==> src/hdl/dats_pkg.sv <==
`timescale 1ns / 1ps
// Package for the alarm/beep tone sequencer: constants, types and the segment table.
package dats_pkg;

    localparam int SEGMENTS   = 6;
    localparam int PHASE_BITS = 16;
    localparam int SEG_BITS   = 3;
    localparam int ADDR_BITS  = 4;

    // Input commands; the unused code behaves as a tick
    localparam logic [1:0] CMD_TICK        = 2'd0;
    localparam logic [1:0] CMD_START_ALARM = 2'd1;
    localparam logic [1:0] CMD_START_BEEP  = 2'd2;

    // Configuration register indexes (byte address bits 3:2)
    localparam logic [1:0] REG_BEEP_LENGTH  = 2'd0;
    localparam logic [1:0] REG_BEEP_STEP    = 2'd1;
    localparam logic [1:0] REG_REPEAT_COUNT = 2'd2;

    localparam logic [15:0] BEEP_LENGTH_RST  = 16'd20000;
    localparam logic [15:0] BEEP_STEP_RST    = 16'd750;
    localparam logic [7:0]  REPEAT_COUNT_RST = 8'hFF;

    typedef enum logic [1:0] {
        MODE_IDLE  = 2'd0,
        MODE_ALARM = 2'd1,
        MODE_BEEP  = 2'd2
    } mode_t;

    typedef struct packed {
        logic [15:0] beep_length;
        logic [15:0] beep_step;
        logic [7:0]  repeat_count;
    } cfg_t;

    typedef struct packed {
        logic [7:0] phase_index;
        logic [1:0] gain;
        logic       amp_on;
        logic       last_sample;
        logic       user_stopped;
    } sample_t;

    // Alarm segment lengths; rows past the fourth repeat the first row's length
    function automatic logic [15:0] seg_len(input logic [SEG_BITS-1:0] idx);
        logic [15:0] len;
        case (idx)
            3'd0:    len = 16'd65000;
            3'd1:    len = 16'd45000;
            3'd2:    len = 16'd35000;
            3'd3:    len = 16'd25000;
            default: len = 16'd65000;
        endcase
        return len;
    endfunction

    // Alarm segment phase steps
    function automatic logic [15:0] seg_step(input logic [SEG_BITS-1:0] idx);
        logic [15:0] step;
        case (idx)
            3'd0:    step = 16'd700;
            3'd1:    step = 16'd950;
            3'd2:    step = 16'd750;
            3'd3:    step = 16'd1150;
            default: step = 16'd0;
        endcase
        return step;
    endfunction

endpackage

==> src/hdl/dds_alarm_tone_sequencer.sv <==
`timescale 1ns / 1ps
// Top level of the DDS alarm and beep tone sequencer.
//
// Tone sequencer around a 16-bit phase accumulator. Drive command 1 to arm
// the alarm or command 2 to arm a beep; those beats return no sample. Each
// tick beat (command 0, or the spare code 3) returns exactly one sample: the
// top byte of the accumulator as a sine-table index, two gain select bits,
// amp_on, and last_sample / user_stopped flags. The alarm walks six fixed
// segments and repeats the pass repeat_count times; its gain is the inverse
// of bits 6..5 of the pass number. Holding key_pressed during an alarm tick
// ends the alarm on that sample with user_stopped set. A beep plays
// beep_length samples at beep_step with gain ~(volume-1); volume 0 ignores
// the start. Idle ticks return an all-zero sample. Rate: one beat per clock
// in steady state; a tick beat's sample is formed from the accumulator and
// counter state and lands in the result register, which holds a stalled
// sample until the consumer takes it, so in_ready drops only when the
// result register is full and out_ready is low. Registers: beep_length at
// 0x0 (latched on start beep), beep_step at 0x4 and repeat_count at 0x8
// (both read live on every tick). Write configuration only while idle.
module dds_alarm_tone_sequencer
    import dats_pkg::*;
(
    input  logic                 clk,
    input  logic                 rst_n,
    // configuration port
    input  logic                 psel,
    input  logic                 penable,
    input  logic                 pwrite,
    input  logic [ADDR_BITS-1:0] paddr,
    input  logic [31:0]          pwdata,
    output logic [31:0]          prdata,
    output logic                 pready,
    // command channel
    input  logic                 in_valid,
    output logic                 in_ready,
    input  logic [1:0]           command,
    input  logic [7:0]           volume,
    input  logic                 key_pressed,
    // sample channel
    output logic                 out_valid,
    input  logic                 out_ready,
    output logic [7:0]           phase_index,
    output logic [1:0]           gain,
    output logic                 amp_on,
    output logic                 last_sample,
    output logic                 user_stopped
);

    cfg_t    cfg;
    sample_t sample;
    sample_t result;
    logic    sample_valid;
    logic    accept;

    // Advance the sequencer on every accepted beat
    assign accept = in_valid & in_ready;

    dats_cfg_regs u_cfg_regs (
        .clk     (clk),
        .rst_n   (rst_n),
        .psel    (psel),
        .penable (penable),
        .pwrite  (pwrite),
        .paddr   (paddr),
        .pwdata  (pwdata),
        .prdata  (prdata),
        .pready  (pready),
        .cfg     (cfg)
    );

    dats_core u_core (
        .clk          (clk),
        .rst_n        (rst_n),
        .step_en      (accept),
        .command      (command),
        .volume       (volume),
        .key_pressed  (key_pressed),
        .cfg          (cfg),
        .sample       (sample),
        .sample_valid (sample_valid)
    );

    // Hold the sample until the consumer takes it
    dats_out_stage u_out_stage (
        .clk        (clk),
        .rst_n      (rst_n),
        .load       (sample_valid),
        .sample     (sample),
        .take_ready (in_ready),
        .out_valid  (out_valid),
        .out_ready  (out_ready),
        .result     (result)
    );

    assign phase_index  = result.phase_index;
    assign gain         = result.gain;
    assign amp_on       = result.amp_on;
    assign last_sample  = result.last_sample;
    assign user_stopped = result.user_stopped;

endmodule

==> src/hdl/dats_cfg_regs.sv <==
`timescale 1ns / 1ps
// APB-style configuration registers of the tone sequencer.
module dats_cfg_regs
    import dats_pkg::*;
(
    input  logic                 clk,
    input  logic                 rst_n,
    input  logic                 psel,
    input  logic                 penable,
    input  logic                 pwrite,
    input  logic [ADDR_BITS-1:0] paddr,
    input  logic [31:0]          pwdata,
    output logic [31:0]          prdata,
    output logic                 pready,
    output cfg_t                 cfg
);

    cfg_t       cfg_reg;
    cfg_t       cfg_next;
    logic       wr_en;
    logic [1:0] reg_sel;

    assign pready  = 1'b1;
    assign wr_en   = psel & penable & pwrite;
    assign reg_sel = paddr[3:2];
    assign cfg     = cfg_reg;

    always_comb
    begin
        cfg_next = cfg_reg;
        if (wr_en)
        begin
            case (reg_sel)
                REG_BEEP_LENGTH:  cfg_next.beep_length  = pwdata[15:0];
                REG_BEEP_STEP:    cfg_next.beep_step    = pwdata[15:0];
                REG_REPEAT_COUNT: cfg_next.repeat_count = pwdata[7:0];
                default:          cfg_next = cfg_reg;
            endcase
        end
    end

    always_comb
    begin
        case (reg_sel)
            REG_BEEP_LENGTH:  prdata = {16'd0, cfg_reg.beep_length};
            REG_BEEP_STEP:    prdata = {16'd0, cfg_reg.beep_step};
            REG_REPEAT_COUNT: prdata = {24'd0, cfg_reg.repeat_count};
            default:          prdata = 32'd0;
        endcase
    end

    always_ff @(posedge clk or negedge rst_n)
    begin
        if (!rst_n)
        begin
            cfg_reg.beep_length  <= BEEP_LENGTH_RST;
            cfg_reg.beep_step    <= BEEP_STEP_RST;
            cfg_reg.repeat_count <= REPEAT_COUNT_RST;
        end
        else
        begin
            cfg_reg <= cfg_next;
        end
    end

endmodule

==> src/hdl/dats_core.sv <==
`timescale 1ns / 1ps
// Sequencer state, phase accumulator and per-beat sample formation.
module dats_core
    import dats_pkg::*;
(
    input  logic       clk,
    input  logic       rst_n,
    input  logic       step_en,
    input  logic [1:0] command,
    input  logic [7:0] volume,
    input  logic       key_pressed,
    input  cfg_t       cfg,
    output sample_t    sample,
    output logic       sample_valid
);

    logic [PHASE_BITS-1:0] phase_acc_reg,      phase_acc_next;
    mode_t                 mode_reg,           mode_next;
    logic [SEG_BITS-1:0]   segment_number_reg, segment_number_next;
    logic [15:0]           samples_left_reg,   samples_left_next;
    logic [7:0]            repeat_number_reg,  repeat_number_next;
    logic [1:0]            beep_gain_reg,      beep_gain_next;

    logic [PHASE_BITS-1:0] alarm_sum;
    logic [PHASE_BITS-1:0] beep_sum;
    logic [15:0]           left_dec;
    logic [SEG_BITS:0]     seg_inc;
    logic                  seg_wrap;
    logic [SEG_BITS-1:0]   seg_adv;
    logic [7:0]            repeat_adv;
    logic                  pass_done;
    logic [7:0]            vol_m1;
    logic                  is_tick;

    assign alarm_sum  = phase_acc_reg + PHASE_BITS'(seg_step(segment_number_reg));
    assign beep_sum   = phase_acc_reg + PHASE_BITS'(cfg.beep_step);
    assign left_dec   = samples_left_reg - 16'd1;
    assign seg_inc    = {1'b0, segment_number_reg} + (SEG_BITS+1)'(1);
    assign seg_wrap   = (seg_inc >= (SEG_BITS+1)'(SEGMENTS));
    assign seg_adv    = seg_wrap ? '0 : seg_inc[SEG_BITS-1:0];
    assign repeat_adv = seg_wrap ? repeat_number_reg + 8'd1 : repeat_number_reg;
    assign pass_done  = (repeat_adv >= cfg.repeat_count);
    assign vol_m1     = volume - 8'd1;
    assign is_tick    = (command != CMD_START_ALARM) && (command != CMD_START_BEEP);

    // Next state
    always_comb
    begin
        phase_acc_next      = phase_acc_reg;
        mode_next           = mode_reg;
        segment_number_next = segment_number_reg;
        samples_left_next   = samples_left_reg;
        repeat_number_next  = repeat_number_reg;
        beep_gain_next      = beep_gain_reg;
        if (step_en)
        begin
            case (command)
                CMD_START_ALARM:
                begin
                    phase_acc_next      = '0;
                    segment_number_next = '0;
                    repeat_number_next  = '0;
                    if (cfg.repeat_count == 8'd0)
                    begin
                        mode_next         = MODE_IDLE;
                        samples_left_next = '0;
                    end
                    else
                    begin
                        mode_next         = MODE_ALARM;
                        samples_left_next = seg_len('0);
                    end
                end
                CMD_START_BEEP:
                begin
                    if (volume != 8'd0)
                    begin
                        phase_acc_next    = '0;
                        beep_gain_next    = ~vol_m1[1:0];
                        samples_left_next = cfg.beep_length;
                        mode_next = (cfg.beep_length == 16'd0) ? MODE_IDLE : MODE_BEEP;
                    end
                end
                default:
                begin
                    case (mode_reg)
                        MODE_ALARM:
                        begin
                            phase_acc_next    = alarm_sum;
                            samples_left_next = left_dec;
                            if (key_pressed)
                            begin
                                mode_next         = MODE_IDLE;
                                samples_left_next = '0;
                            end
                            else if (left_dec == 16'd0)
                            begin
                                segment_number_next = seg_adv;
                                repeat_number_next  = repeat_adv;
                                if (pass_done)
                                    mode_next = MODE_IDLE;
                                else
                                    samples_left_next = seg_len(seg_adv);
                            end
                        end
                        MODE_BEEP:
                        begin
                            phase_acc_next    = beep_sum;
                            samples_left_next = left_dec;
                            if (left_dec == 16'd0)
                                mode_next = MODE_IDLE;
                        end
                        default:
                        begin
                            mode_next = MODE_IDLE;
                        end
                    endcase
                end
            endcase
        end
    end

    // Sample for the current tick
    always_comb
    begin
        sample       = '0;
        sample_valid = step_en & is_tick;
        case (mode_reg)
            MODE_ALARM:
            begin
                sample.phase_index  = alarm_sum[PHASE_BITS-1 -: 8];
                sample.gain         = ~repeat_number_reg[6:5];
                sample.amp_on       = 1'b1;
                sample.last_sample  = key_pressed | ((left_dec == 16'd0) & pass_done);
                sample.user_stopped = key_pressed;
            end
            MODE_BEEP:
            begin
                sample.phase_index = beep_sum[PHASE_BITS-1 -: 8];
                sample.gain        = beep_gain_reg;
                sample.amp_on      = 1'b1;
                sample.last_sample = (left_dec == 16'd0);
            end
            default:
            begin
                sample = '0;
            end
        endcase
    end

    always_ff @(posedge clk or negedge rst_n)
    begin
        if (!rst_n)
        begin
            phase_acc_reg      <= '0;
            mode_reg           <= MODE_IDLE;
            segment_number_reg <= '0;
            samples_left_reg   <= '0;
            repeat_number_reg  <= '0;
            beep_gain_reg      <= '0;
        end
        else
        begin
            phase_acc_reg      <= phase_acc_next;
            mode_reg           <= mode_next;
            segment_number_reg <= segment_number_next;
            samples_left_reg   <= samples_left_next;
            repeat_number_reg  <= repeat_number_next;
            beep_gain_reg      <= beep_gain_next;
        end
    end

endmodule

==> src/hdl/dats_out_stage.sv <==
`timescale 1ns / 1ps
// Result register with valid/ready handshake toward the sample consumer.
module dats_out_stage
    import dats_pkg::*;
(
    input  logic    clk,
    input  logic    rst_n,
    input  logic    load,
    input  sample_t sample,
    output logic    take_ready,
    output logic    out_valid,
    input  logic    out_ready,
    output sample_t result
);

    logic    valid_reg;
    logic    valid_next;
    sample_t sample_reg;

    // Room for a new beat when empty or when the held beat leaves now
    assign take_ready = ~valid_reg | out_ready;
    assign valid_next = load | (valid_reg & ~out_ready);
    assign out_valid  = valid_reg;
    assign result     = sample_reg;

    always_ff @(posedge clk or negedge rst_n)
    begin
        if (!rst_n)
            valid_reg <= 1'b0;
        else
            valid_reg <= valid_next;
    end

    always_ff @(posedge clk)
    begin
        if (load)
            sample_reg <= sample;
    end

endmodule

==> config.mk <==
export PLATFORM = sky130hd
export DESIGN_NAME = dds_alarm_tone_sequencer
export DESIGN_NICKNAME = d
export VERILOG_FILES = /design/src/hdl/dats_pkg.sv /design/src/hdl/dds_alarm_tone_sequencer.sv /design/src/hdl/dats_cfg_regs.sv /design/src/hdl/dats_core.sv /design/src/hdl/dats_out_stage.sv
export SDC_FILE = /design/constraint.sdc
export NUM_CORES = 1
export LEC_CHECK = 0
export ABC_AREA = 1
export ABC_CLOCK_PERIOD_IN_PS = 4100
export BUFFER_PORTS_ARGS = -buffer_cell sky130_fd_sc_hd__buf_2
export CAP_MARGIN = 0
export CORE_MARGIN = 2
export CORE_UTILIZATION = 55
export DETAILED_ROUTE_END_ITERATION = 12
export PLACE_DENSITY = 0.77
export SYNTH_ARGS = -nofsm -noshare
export SYNTH_HDL_FRONTEND = slang
export SYNTH_SLANG_ARGS = --single-unit
==> constraint.sdc <==
create_clock -name clk -period 4.1 [get_ports clk]
set_input_delay 0.615 -clock clk [delete_from_list [all_inputs] [get_ports clk]]
set_output_delay 0.615 -clock clk [all_outputs]
set_load 0.05 [all_outputs]
# == Word level (Yosys, flattened, before mapping) ==
# Index checks and enable logic that the tools add are counted.
# word_totals
regBits,101
inputBits,54
output_inout_bits,48
elab_cells,106
# op_classes
addsub,6
n_lt_le_gt_ge,2
eq_ne,19
n_mux,33
bitwise_logic,14
n_reduce_logical,17
# op_table
op,count
16-bit case mux with 2 select lines,4
16-bit 2-to-1 mux,6
16-bit case mux with 3 select lines,2
11-bit case mux with 4 select lines,1
16-bit zero test,2
8-bit 2-to-1 mux,4
12-bit case mux with 2 select lines,1
16-bit by 11-bit adder with 16-bit output,1
16-bit adder,1
8-bit case mux with 2 select lines,1
"16-bit by 1-bit subtractor with 16-bit output, second input constant",1
"3-bit by 2-bit == test with 1-bit output, second input constant",4
2-bit 2-to-1 mux,6
3-bit 2-to-1 mux,4
"5-bit by 4-bit != test with 1-bit output, second input constant",2
5-bit AND reduction,2
"8-bit by 1-bit adder with 8-bit output, second input constant",1
8-bit greater-or-equal comparator,1
8-bit zero test,1
2-bit case mux with 2 select lines,2
8-bit nonzero test,1
1-bit AND,6
"2-bit by 1-bit == test with 1-bit output, second input constant",3
"2-bit == test, second input constant",3
other kinds (19),31

# == Logic depth before layout (Yosys ltp) ==
# logic_depth
depth_word,10
depth_mapped,22
depth_no_buf,21

# == Cells and area by module ==
# From an unflattened synthesis, not the netlist that was laid out.
# hier_totals
hier_cells,1080
hier_area_um2,7548.5
# modules_own_cells
module,n_inst,cells_per_inst,area_per_inst_um2,seq_area_each_um2
dats_core,1,801,5104.9,1176.1
dats_cfg_regs,1,259,2000.7,1026.0
dats_out_stage,1,18,435.4,415.4
dds_alarm_tone_sequencer,1,2,7.5,0.0

# == Worst setup path after synthesis ==
# Ideal clock, no wire load.
# synth_path
kind,register to register
start,register u_core.segment_number_reg[2]
end,register u_core.samples_left_reg[13]
setup_time_ps,77
arrival_time_ps,3619
required_time_ps,4023
slack_ps,404
stages_incl_launch_ff,23
path_buffers,3
period_less_slack_ps,3696
path_cell_list,dfrtp_1 > buf_2 > inv_1 > ha_1 > o21ai_1 > nand4_1 > nor2_1 > inv_1 > nor2_1 > nand3_1 > xor2_1 > inv_1 > ha_1 > nand2_1 > nor2_1 > a211oi_1 > and3_1 > clkbuf_1 > nand3_4 > buf_6 > a21oi_1 > nand2_1 > a21oi_1
# synth_via
elab_chain_cells,10
word_cells_on_any_way,14
classes_between,1 x add/sub; 2 x order compare; 3 x eq/ne; 8 x mux
# synth_rtl
element,line_no,source
from (decl),dats_core.sv:19,"logic [SEG_BITS-1:0] segment_number_reg, segment_number_next;"
from (signal assigned),dats_core.sv:166,segment_number_reg <= segment_number_next;
3-bit by 1-bit adder with 4-bit output *,dats_core.sv:38,"assign seg_inc = {1'b0, segment_number_reg} + (SEG_BITS+1)'(1);"
branches (longest 4 deep; another with 8-bit greater-or-equal comparator),-,
16-bit 2-to-1 mux *,dats_core.sv:100,if (pass_done)
16-bit 2-to-1 mux *,dats_core.sv:96,else if (left_dec == 16'd0)
16-bit 2-to-1 mux *,dats_core.sv:91,if (key_pressed)
16-bit case mux with 2 select lines *,dats_core.sv:86,case (mode_reg)
16-bit case mux with 2 select lines *,dats_core.sv:57,case (command)
to (signal assigned),dats_core.sv:167,samples_left_reg <= samples_left_next;
to (decl),dats_core.sv:20,"logic [15:0] samples_left_reg, samples_left_next;"
# Every way passes the cells marked *.
# A chain may end at the register's enable or synchronous reset.

# == Worst setup path in the final report ==
# layout_path
start,register u_core.segment_number_reg[1]
end,register u_core.samples_left_reg[13]
# Same word-level chain as after synthesis.

==> results.py <==
metrics = {
    "placement": {
        "place.gp.congestion": 0.8993,
        "detailed_place_hpwl_um": 14390,
        "dpl_cell_area_um2": 7747,
        "numPortBuffers": 66,
    },
    "clocking": {
        "cts-root-buf": "clkbuf_16",
        "clock_latency_ps": 360,
        "cts_setup_buffers": 0,
        "h-tree-depth": 3,
        "cts_tree": "yes",
        "ctsResizeCount": 0,
        "cts_buffers": 9,
        "cts.sinks": 101,
        "hold_buffers": 0,
        "clk_path_buf_depth": 2,
        "clk_pin_slew_worst_paths_ps": 80,
    },
    "global_routing": {
        "antenna_found_initial": 0,
        "grt_pass1_vias": 6059,
        "grt_max_degree": 77,
        "grt.total_usage": 0.2780,
        "grt_pass1_wl_um": 31180,
        "grt.overflow.total": 0,
    },
    "layout": {
        "antenna_cells": 0,
        "area_growth_pct": 10.27,
        "largest_reg_flops": 40,
        "fill_cells": 1237,
        "design_area_um2": 8063,
        "drive_above_1_share": 0.1541,
        "most-common-layout-cells": "nand2_1, inv_1, o21ai_0, a21oi_1, dfrtp_1",
        "final_nets": 1142,
        "layout_commonest_cell": "nand2_1",
    },
    "timing": {
        "rsz0062_at_grt": "no",
        "clock_skew_ps": 11.93,
        "setup_violations": 0,
        "fin_setup_tns_ps": 0,
        "tightest_slew_ps": 1079,
        "finalHoldViolations": 0,
        "slew_headroom": 0.2781,
        "period_share": 0.9040,
        "finalCriticalPeriod_ps": 3706,
        "fmax_ghz": 0.2698,
        "maxSlewViolCount": 0,
    },
    "status": {
        "status": "finished clean",
    },
    "floorplanning": {
        "die_w_um": 119.3,
        "io_pins": 102,
        "core_um2": 13140,
        "die_y_um": 119.3,
        "dieArea_um2": 14230,
        "rows": 42,
        "initial_core_util": 0.5566,
    },
    "synthesis": {
        "synthCells": 982,
        "syn_avg_cell_area_um2": 7.446,
        "synth_top_flop_cell": "dfrtp_1",
        "synth_edf_count": 13,
        "yosys_warnings": 0,
        "synth_seq_area_share": 0.3580,
        "syn-cell-area_um2": 7312,
        "synth_seq_cells": 101,
        "ys_types": 57,
        "postSynth.asyncResetShare": 0.8713,
    },
    "worst_setup_path": {
        "path_class": "reg2reg",
        "crit_fanout": 12,
        "startpoint_type": "flop",
        "ff2ff_path_depth": 19,
        "crit_arrival_ps": 3990,
        "required_ps": 4390,
        "worst_setup_path_end_kind": "flop",
    },
    "routing": {
        "drtIter0Drc": 629,
        "wire_per_inst_um": 15.82,
        "dr.pass1.iters": 6,
        "remaining_drc_errors": 0,
        "ant_nets": 0,
        "vias": 6760,
        "drt_wl_total_um": 19310,
        "via_per_inst": 5.536,
    },
    "min_path": {
        "hold_class": "in2async",
    },
    "pwr": {
        "peakVddDrop_uv": 301.8,
        "powerDensity_nw_per_um2": 643.1,
        "p_leak_nw": 4.093,
        "p_total_w": 0.005185,
    },
    "flow_run": {
        "max_cap_violations": 0,
    },
}
final cells by class:
cell class              count  area (µm²)  share of cell area
well taps                 176       220.2             0.02731
multi-input cells         712        3979              0.4935
inverters                 141       531.8             0.06595
clock inverters             7       88.84             0.01102
flip-flops and latches    101        2618              0.3246
repair buffers             75       400.4             0.04966
clock buffers               9       225.2             0.02793
report_power, final:
group	total [W]	switching [W]	internal (W)	leakage [nW]
Sequential	0.00161	0.000294	0.00131	1.20
Clock	0.000917	0.000429	0.000488	0.155
Combinational	0.00266	0.00175	0.000910	2.73
path summary, 6_finish.rpt:
| path | slack, ps | startpoint | endpoint |
|---|---|---|---|
| setup / recovery | 390 | u_core.segment_number_reg[1] | u_core.samples_left_reg[13] |
| hold / removal | 410 | rst_n | u_cfg_regs.cfg[26] |
| setup reg to reg | 390 | u_core.segment_number_reg[1] | u_core.samples_left_reg[13] |
| hold reg to reg | 490 | u_cfg_regs.cfg[26] | u_cfg_regs.cfg[26] |
| max in group asynchronous | 2890 | rst_n | u_core.phase_acc_reg[12] |
| min in group clk | 480 | pwdata[9] | u_cfg_regs.cfg[17] |
cell families after synthesis:
family,count (synthesis),synth area share
AND/OR/NAND/NOR,410,0.2539
AO/OA/AOI/OAI,214,0.1691
buffers and inverters,184,0.1057
flip-flops,101,0.3580
adder cells (fa/ha/maj),48,0.08419
XOR/XNOR,21,0.02515
multiplexers,2,0.002909
other,2,0.001027
Yosys cell counts, types with 4 or more instances:
| master | count | area share |
|---|---|---|
| xnor2_1 | 7 | 0.0084 |
| a22oi_1 | 4 | 0.0041 |
| o21ai_2 | 5 | 0.0060 |
| nand2_2 | 12 | 0.010 |
| xor2_1 | 14 | 0.017 |
| inv_1 | 138 | 0.071 |
| o21ai_0 | 80 | 0.055 |
| nor2_1 | 58 | 0.030 |
| dfrtp_1 | 68 | 0.23 |
| nand3_1 | 57 | 0.039 |
| clkbuf_1 | 22 | 0.011 |
| o221ai_1 | 7 | 0.0084 |
| buf_4 | 17 | 0.017 |
| ha_1 | 46 | 0.079 |
| o22ai_1 | 4 | 0.0034 |
| nand2_1 | 226 | 0.12 |
| nor4_1 | 5 | 0.0043 |
| nand4_1 | 18 | 0.015 |
| nor2_2 | 9 | 0.0077 |
| nor3_1 | 4 | 0.0027 |
| dfstp_2 | 20 | 0.072 |
| or2_2 | 7 | 0.0060 |
| o21ai_1 | 13 | 0.0089 |
| o21a_1 | 4 | 0.0041 |
| edfxtp_1 | 13 | 0.053 |
| a21oi_1 | 68 | 0.047 |
| a2bb2oi_1 | 4 | 0.0048 |
per-layer routing:
metal / vias up / GRT usage / part of all wire
met4: 0 / 0.08676 / 0.018
met5: - / 0 / 0
met1: 3131 / 0.3968 / 0.45
li1: 3337 / - / -
met2: 269 / 0.4468 / 0.47
met3: 23 / 0.03017 / 0.065
stage by stage:
step	std cells	utilization	hold slack, ps	worst slack, ps
after floorplan	997	-	319.4	404.0
after global placement	1205	0.5897	468.1	481.2
after detailed placement	1205	0.5897	478.4	382.7
after CTS	1221	0.6136	461.7	349.1
after global routing	1221	0.6137	488.7	94.59
final	1221	0.6137	406.1	393.6
critical path, cell delays in order (launching register included):
cell and delay (ps):
dfrtp_1 470, ha_1 230, ha_1 300, o21ai_1 200
nand4_1 120, nor2_1 110, inv_1 50, nor2_1 150
nand3_1 110, xor2_1 180, inv_1 70, ha_1 310
nand2_1 80, nor2_1 50, a211oi_1 180, and3_2 370
nand3_4 210, a21oi_1 210, nand2_1 90, a21oi_1 140
Power figures use the tool's default switching activity.
